### src/hdl/nru_pkg.sv
// ----------------------------------------------------------------------------
// nru_pkg
// Types and constants for the not-recently-used page replacement block.
// ----------------------------------------------------------------------------
`timescale 1ns / 1ps
`default_nettype none

package nru_pkg;

    localparam int PAGE_BITS = 16;
    localparam int CNT_BITS  = 32;
    localparam int CFG_BITS  = 4;

    localparam logic [CFG_BITS-1:0] CFG_FRAMES_RESET = 4'd8;

    localparam logic ACT_ACCESS = 1'b0;
    localparam logic ACT_SET    = 1'b1;

    typedef logic [PAGE_BITS-1:0] page_t;
    typedef logic [CNT_BITS-1:0]  count_t;
    typedef logic [1:0]           page_class_t;

    typedef struct packed {
        logic  action;
        page_t page_number;
        logic  modified;
        logic  referenced;
    } nru_req_t;

    typedef struct packed {
        logic        hit;
        logic        evicted_valid;
        page_t       evicted_page;
        page_class_t evicted_class;
        logic        not_resident;
        count_t      hit_count;
        count_t      miss_count;
    } nru_rsp_t;

endpackage

`default_nettype wire

### src/hdl/nru_page_replacement.sv
// ----------------------------------------------------------------------------
// nru_page_replacement
// Fully associative frame table with not-recently-used victim selection.
// ----------------------------------------------------------------------------
//  channel   | signals                   | transaction
//  ----------+---------------------------+-----------------------------------
//  request   | start, busy, req          | start high while busy low
//  response  | done, rsp                 | done high for one cycle
//  config    | cfg_we, cfg_wdata         | cfg_we high, frame limit written
//
//  One transaction per cycle; the result passes through the request register,
//  then table search, victim pick and rank update into the result register.
//  busy is always low.
//  Reset empties the table, clears both counters and sets the limit to 8.
//  The receiver cannot stall; every result is strobed exactly once.
// ----------------------------------------------------------------------------
`timescale 1ns / 1ps
`default_nettype none

module nru_page_replacement
    import nru_pkg::*;
#(
    parameter int FRAMES = 8
)
(
    input  wire logic                clk,
    input  wire logic                rst_n,
    input  wire logic                start,
    output logic                     busy,
    input  wire nru_req_t            req,
    output logic                     done,
    output nru_rsp_t                 rsp,
    input  wire logic                cfg_we,
    input  wire logic [CFG_BITS-1:0] cfg_wdata
);

    localparam int RW = (FRAMES > 1) ? $clog2(FRAMES) : 1;
    localparam int CW = $clog2(FRAMES + 1);

    logic [CFG_BITS-1:0] frames_in_use_reg;
    logic                req_valid_reg;
    nru_req_t            req_reg;
    logic                done_reg;
    nru_rsp_t            rsp_reg;
    nru_rsp_t            rsp_next;
    count_t              hits_reg;
    count_t              hits_next;
    count_t              misses_reg;
    count_t              misses_next;

    logic                valid_reg [FRAMES];
    logic                valid_next [FRAMES];
    page_t               page_reg [FRAMES];
    page_t               page_next [FRAMES];
    logic                mod_reg [FRAMES];
    logic                mod_next [FRAMES];
    logic                ref_reg [FRAMES];
    logic                ref_next [FRAMES];
    logic [RW-1:0]       rank_reg [FRAMES];
    logic [RW-1:0]       rank_next [FRAMES];

    logic [RW+1:0]       key [FRAMES];
    logic [FRAMES-1:0]   hit_vec;
    logic [FRAMES-1:0]   vic_vec;
    logic [FRAMES-1:0]   free_vec;
    logic [FRAMES-1:0]   unlink_vec;
    logic [FRAMES-1:0]   slot_vec;
    logic [CW-1:0]       valid_count;
    logic                hit_any;
    logic                full;
    logic                do_access;
    logic                do_set;
    logic                miss;
    logic                evict;
    logic [RW-1:0]       unlink_rank;
    logic [RW-1:0]       new_rank;
    page_t               ev_page;
    page_class_t         ev_class;

    assign busy = 1'b0;
    assign done = done_reg;
    assign rsp  = rsp_reg;

    always_comb
    begin
        valid_count = '0;
        for (int i = 0; i < FRAMES; i++)
        begin
            hit_vec[i]  = valid_reg[i] && (page_reg[i] == req_reg.page_number);
            key[i]      = {ref_reg[i], mod_reg[i], ~rank_reg[i]};
            valid_count = valid_count + CW'(valid_reg[i]);
        end
    end

    // victim: lowest class, newest within it
    always_comb
    begin
        for (int i = 0; i < FRAMES; i++)
        begin
            vic_vec[i] = valid_reg[i];
            for (int j = 0; j < FRAMES; j++)
            begin
                if (j != i && valid_reg[j] && !(key[j] > key[i]))
                begin
                    vic_vec[i] = 1'b0;
                end
            end
        end
    end

    always_comb
    begin
        logic found;
        found = 1'b0;
        for (int i = 0; i < FRAMES; i++)
        begin
            free_vec[i] = !valid_reg[i] && !found;
            if (!valid_reg[i])
            begin
                found = 1'b1;
            end
        end
    end

    always_comb
    begin
        if (frames_in_use_reg == '0)
        begin
            full = (valid_count != '0);
        end
        else if (32'(frames_in_use_reg) > 32'(FRAMES))
        begin
            full = (32'(valid_count) >= 32'(FRAMES));
        end
        else
        begin
            full = (32'(valid_count) >= 32'(frames_in_use_reg));
        end
    end

    always_comb
    begin
        hit_any   = |hit_vec;
        do_access = req_valid_reg && (req_reg.action == ACT_ACCESS);
        do_set    = req_valid_reg && (req_reg.action == ACT_SET);
        miss      = do_access && !hit_any;
        evict     = miss && full;

        if (evict)
        begin
            unlink_vec = vic_vec;
            slot_vec   = vic_vec;
        end
        else if (miss)
        begin
            unlink_vec = '0;
            slot_vec   = free_vec;
        end
        else if (do_set && hit_any)
        begin
            unlink_vec = hit_vec;
            slot_vec   = hit_vec;
        end
        else
        begin
            unlink_vec = '0;
            slot_vec   = '0;
        end

        unlink_rank = '0;
        ev_page     = '0;
        ev_class    = '0;
        for (int i = 0; i < FRAMES; i++)
        begin
            unlink_rank = unlink_rank | (rank_reg[i] & {RW{unlink_vec[i]}});
            ev_page     = ev_page | (page_reg[i] & {PAGE_BITS{vic_vec[i]}});
            ev_class    = ev_class | ({ref_reg[i], mod_reg[i]} & {2{vic_vec[i]}});
        end

        if (|unlink_vec)
        begin
            new_rank = RW'(valid_count - CW'(1));
        end
        else
        begin
            new_rank = RW'(valid_count);
        end

        for (int i = 0; i < FRAMES; i++)
        begin
            valid_next[i] = valid_reg[i];
            page_next[i]  = page_reg[i];
            mod_next[i]   = mod_reg[i];
            ref_next[i]   = ref_reg[i];
            rank_next[i]  = rank_reg[i];
            if (valid_reg[i] && !unlink_vec[i] && (|unlink_vec) && rank_reg[i] > unlink_rank)
            begin
                rank_next[i] = rank_reg[i] - RW'(1);
            end
            if (slot_vec[i])
            begin
                valid_next[i] = 1'b1;
                page_next[i]  = req_reg.page_number;
                mod_next[i]   = do_set && req_reg.modified;
                ref_next[i]   = do_set && req_reg.referenced;
                rank_next[i]  = new_rank;
            end
        end

        hits_next   = hits_reg;
        misses_next = misses_reg;
        if (do_access && hit_any && hits_reg != '1)
        begin
            hits_next = hits_reg + count_t'(1);
        end
        if (miss && misses_reg != '1)
        begin
            misses_next = misses_reg + count_t'(1);
        end

        rsp_next.hit           = req_valid_reg && hit_any;
        rsp_next.evicted_valid = evict;
        rsp_next.evicted_page  = evict ? ev_page : '0;
        rsp_next.evicted_class = evict ? ev_class : '0;
        rsp_next.not_resident  = do_set && !hit_any;
        rsp_next.hit_count     = hits_next;
        rsp_next.miss_count    = misses_next;
    end

    always_ff @(posedge clk or negedge rst_n)
    begin
        if (!rst_n)
        begin
            frames_in_use_reg <= CFG_FRAMES_RESET;
            req_valid_reg     <= 1'b0;
            done_reg          <= 1'b0;
            hits_reg          <= '0;
            misses_reg        <= '0;
            for (int i = 0; i < FRAMES; i++)
            begin
                valid_reg[i] <= 1'b0;
                mod_reg[i]   <= 1'b0;
                ref_reg[i]   <= 1'b0;
                rank_reg[i]  <= '0;
            end
        end
        else
        begin
            if (cfg_we)
            begin
                frames_in_use_reg <= cfg_wdata;
            end
            req_valid_reg <= start && !busy;
            done_reg      <= req_valid_reg;
            hits_reg      <= hits_next;
            misses_reg    <= misses_next;
            for (int i = 0; i < FRAMES; i++)
            begin
                valid_reg[i] <= valid_next[i];
                mod_reg[i]   <= mod_next[i];
                ref_reg[i]   <= ref_next[i];
                rank_reg[i]  <= rank_next[i];
            end
        end
    end

    always_ff @(posedge clk)
    begin
        if (start && !busy)
        begin
            req_reg <= req;
        end
        if (req_valid_reg)
        begin
            rsp_reg <= rsp_next;
        end
        for (int i = 0; i < FRAMES; i++)
        begin
            page_reg[i] <= page_next[i];
        end
    end

    a_result_follows: assert property (@(posedge clk) disable iff (!rst_n)
        (start && !busy) |-> ##2 done)
        else $error("accepted transaction produced no result");

    a_unique_pages: assert property (@(posedge clk) disable iff (!rst_n)
        req_valid_reg |-> $onehot0(hit_vec))
        else $error("page resident in more than one frame");

    a_single_victim: assert property (@(posedge clk) disable iff (!rst_n)
        (req_valid_reg && full) |-> $onehot(vic_vec))
        else $error("victim pick not unique");

    a_evict_on_miss: assert property (@(posedge clk) disable iff (!rst_n)
        done |-> !(rsp.hit && rsp.evicted_valid) && !(rsp.hit && rsp.not_resident))
        else $error("inconsistent result flags");

endmodule

`default_nettype wire

### config.mk
export PLATFORM = sky130hd
export DESIGN_NAME = nru_page_replacement
export DESIGN_NICKNAME = d
export VERILOG_FILES = /design/src/hdl/nru_pkg.sv /design/src/hdl/nru_page_replacement.sv
export SDC_FILE = /design/constraint.sdc
export NUM_CORES = 1
export LEC_CHECK = 0
export ABC_AREA = 1
export BUFFER_PORTS_ARGS = -buffer_cell sky130_fd_sc_hd__buf_2
export CAP_MARGIN = 30
export CORE_UTILIZATION = 30
export CTS_CLUSTER_SIZE = 16
export DETAILED_ROUTE_END_ITERATION = 10
export GPL_TIMING_DRIVEN = 0
export SYNTH_ARGS = -nofsm -noshare
export SYNTH_HDL_FRONTEND = slang
export SYNTH_SLANG_ARGS = --single-unit
export TNS_END_PERCENT = 50
### constraint.sdc
create_clock -name clk -period 8.5 [get_ports clk]
set_clock_uncertainty 0.15 [all_clocks]
set_input_delay 0.425 -clock clk [delete_from_list [all_inputs] [get_ports clk]]
set_output_delay 0.425 -clock clk [all_outputs]
set_load 0.005 [all_outputs]
==> impl_metrics.env <==
export IMPL_swShare=0.492
export IMPL_critPathKind="reg2reg"
export IMPL_p_int_mw=5.45
export IMPL_hold_viol_final=0
export IMPL_finalSetupViolCount=0
export IMPL_postCtsSetupBuffers=0
export IMPL_htree_levels=2
export IMPL_setup_worst_path_start_class="flip-flop"
export IMPL_max_slew_margin=0.370
export IMPL_largest_reg_flops=128
export IMPL_synth_distinct_cells=60
export IMPL_status="complete, no violations"
export IMPL_io_buffers=112
export IMPL_numCtsBuffers=41
export IMPL_ys_async_sr_fraction=0.337
export IMPL_clkLatencyLatePin_ns=0.59
export IMPL_layout_area_overhead_vs_synth_pct=17.0
export IMPL_core_area_um2=73000
export IMPL_globalplace_congestion=0.990
export IMPL_avgSynthCellArea_um2=8.45
export IMPL_dpl_cell_count=3702
export IMPL_first_pass_iters=6
export IMPL_max_cap_viol_count=0
export IMPL_period_share=0.847
export IMPL_wl_um=76700
export IMPL_die_w_um=274
export IMPL_cp_depth=28
export IMPL_grt_pass1_wl_um=113000
export IMPL_grt_max_degree=75
export IMPL_max_freq_ghz=0.139
export IMPL_fill_cells=7458
export IMPL_cts_root_buf="clkbuf_16"
export IMPL_path_buf_inv=6
export IMPL_multiInputGateArea_um2=10700
export IMPL_hold_class="in2reg"
export IMPL_crit_path_start="valid_reg[5]$_DFFE_PN0P_"
export IMPL_r2r_end="rank_reg[17]$_DFFE_PN0P_"
export IMPL_drive_gt1_frac=0.0962
export IMPL_period_needed_ns=7.20
export IMPL_fp_row_count=99
export IMPL_synth_area_um2=22200
export IMPL_cts_buffer_depth=3
export IMPL_diodes=0
export IMPL_cts_clk_slew_worst_paths_ns=0.06
export IMPL_layout_commonest_cell="nand2_1"
export IMPL_worstSetupEndpointType="flip-flop"
export IMPL_p_per_area_nw_per_um2=414
export IMPL_drv_slew=0
export IMPL_comb_power_share=0.566
export IMPL_hpwl_um=58300
export IMPL_finalInstanceArea_um2=25900
export IMPL_final_cell_mix="640 x nand2_1, 343 x inv_1, 253 x nor2_1"
export IMPL_ys_seq_elements=350
export IMPL_antenna_found_initial=0
export IMPL_track_usage=0.202
export IMPL_endpoint="rank_reg[17]$_DFFE_PN0P_"
export IMPL_switching_power_mw=5.28
export IMPL_tightestPinTransition_ns=0.944
export IMPL_drc=0
export IMPL_avgRoutedWirePerCell_um=20.1
export IMPL_max_stage_delay_ns=0.58
export IMPL_syn_nets=2826
export IMPL_r2r_start="valid_reg[5]$_DFFE_PN0P_"
export IMPL_ys_flop_type="edfxtp_1"
export IMPL_ys_seq_area_frac=0.448
export IMPL_syn_inst=2621
export IMPL_start_util=0.304
export IMPL_final_cells=3808
export IMPL_fin_util=0.355
export IMPL_routed_via_count=19397
export IMPL_grt_pass1_vias=18206
export IMPL_clkPwrFrac=0.177
export IMPL_peakVddDrop_v=0.000360
export IMPL_viasPerCell=5.09
export IMPL_grt_overflow_total=0
export IMPL_register_area_um2=9920
export IMPL_fin_tns_setup_ns=0
export IMPL_p_seq_frac=0.257
export IMPL_drtIter0Drc=2148
export IMPL_p_leak_nw=11.9
export IMPL_r2r_setup_slack_ns=1.30
export IMPL_die_area_um2=74900
export IMPL_path_max_fanout=10
export IMPL_cp_top_family="adder cells"
export IMPL_nNetsFinal=3021
export IMPL_synth_edf_count=232
export IMPL_ys_warn_count=0
export IMPL_grt_setup_unrepaired="no"
export IMPL_cts_tree="yes"
export IMPL_crit_arrival_ns=7.49
export IMPL_ant_nets=0
export IMPL_pin_count=114
export IMPL_die_y_um=274
export IMPL_crit_top_cell="nand3_1"
export IMPL_reg2reg_depth=28
export IMPL_numClockSinks=350
export IMPL_slowest_stage="fa_1"
export IMPL_placed_area_um2=24200
export IMPL_cp_required_ns=8.80
-- layer usage --
metal / wire (um) / GRT usage
met1: 33000 / 0.276
met2: 35000 / 0.326
met3: 6080 / 0.0277
met4: 2710 / 0.0737
met5: 0 / 0
-- power groups by stage --
stage	Clock (mW)	Combinational [mW]	Sequential, mW
after floorplan	0	4.12	2.61
after global placement	0	5.71	2.80
after detailed placement	0	5.94	2.78
after CTS	1.93	5.98	2.75
after global routing	1.99	6.79	2.80
final	1.90	6.07	2.76
-- how the worst min path moves through the flow --
stage                  startpoint                               end  cells after the start
6_report                   cfg_we  frames_in_use_reg[0]$_DFFE_PN0P_                      2
4_1_cts                    cfg_we  frames_in_use_reg[0]$_DFFE_PN0P_                      2
5_1_grt                    cfg_we  frames_in_use_reg[0]$_DFFE_PN0P_                      2
3_5_place_dp                rst_n            hits_reg[11]$_DFF_PN0_                      1
2_1_floorplan               rst_n                    done$_DFF_PN0_                      0
3_3_place_gp   key[4]$_DFFE_PN0N_                key[4]$_DFFE_PN0N_                      2
-- final cells by class --
cell class | instances | share of cell area
clock inverter | 25 | 0.0125
sequential | 350 | 0.383
tap | 959 | 0.0463
buffer | 39 | 0.00883
inverter | 356 | 0.0518
clock buffer | 51 | 0.0430
timing repair buffer | 152 | 0.0433
multi-input combinational | 1876 | 0.411
-- cells by family (layout without fill, tap and decap cells) --
family / count (synthesis) / in the layout / synth area share
simple gates: 1309 / 1309 / 0.261
buf+inv: 395 / 623 / 0.0710
flops: 350 / 350 / 0.448
compound gates: 281 / 281 / 0.0757
fa+ha+maj: 178 / 178 / 0.102
xor+xnor: 105 / 105 / 0.0415
mux: 2 / 2 / 0.00102
other cells: 1 / 1 / 0.000169
-- Yosys cell counts (51+ instances only) --
cell type | n | area (um2)
a21oi_1 | 101 | 505
dfrtp_1 | 117 | 2930
edfxtp_1 | 232 | 6970
ha_1 | 174 | 2180
inv_1 | 343 | 1290
nand2_1 | 640 | 2400
nand3_1 | 210 | 1050
nand4_1 | 62 | 388
nor2_1 | 253 | 950
o21ai_0 | 56 | 280
o22ai_1 | 59 | 369
xnor2_1 | 54 | 473
xor2_1 | 51 | 447
-- metrics by stage --
stage	power (mW)	setup slack, ns	hold WS (ns)
after floorplan	6.73	2.36	-0.0206
after global placement	8.51	-0.184	0.320
after detailed placement	8.72	1.47	0.254
after CTS	10.7	1.45	0.0136
after global routing	11.6	0.889	0.0415
final	10.7	1.30	0.0332
-- repair_timing --
item | in CTS | in global routing
resized for setup | 0 | 0
hold buffers | 30 | 0
endpoints found under the hold margin | 67 | 0
No activity file was read; power rests on OpenSTA's default activity.
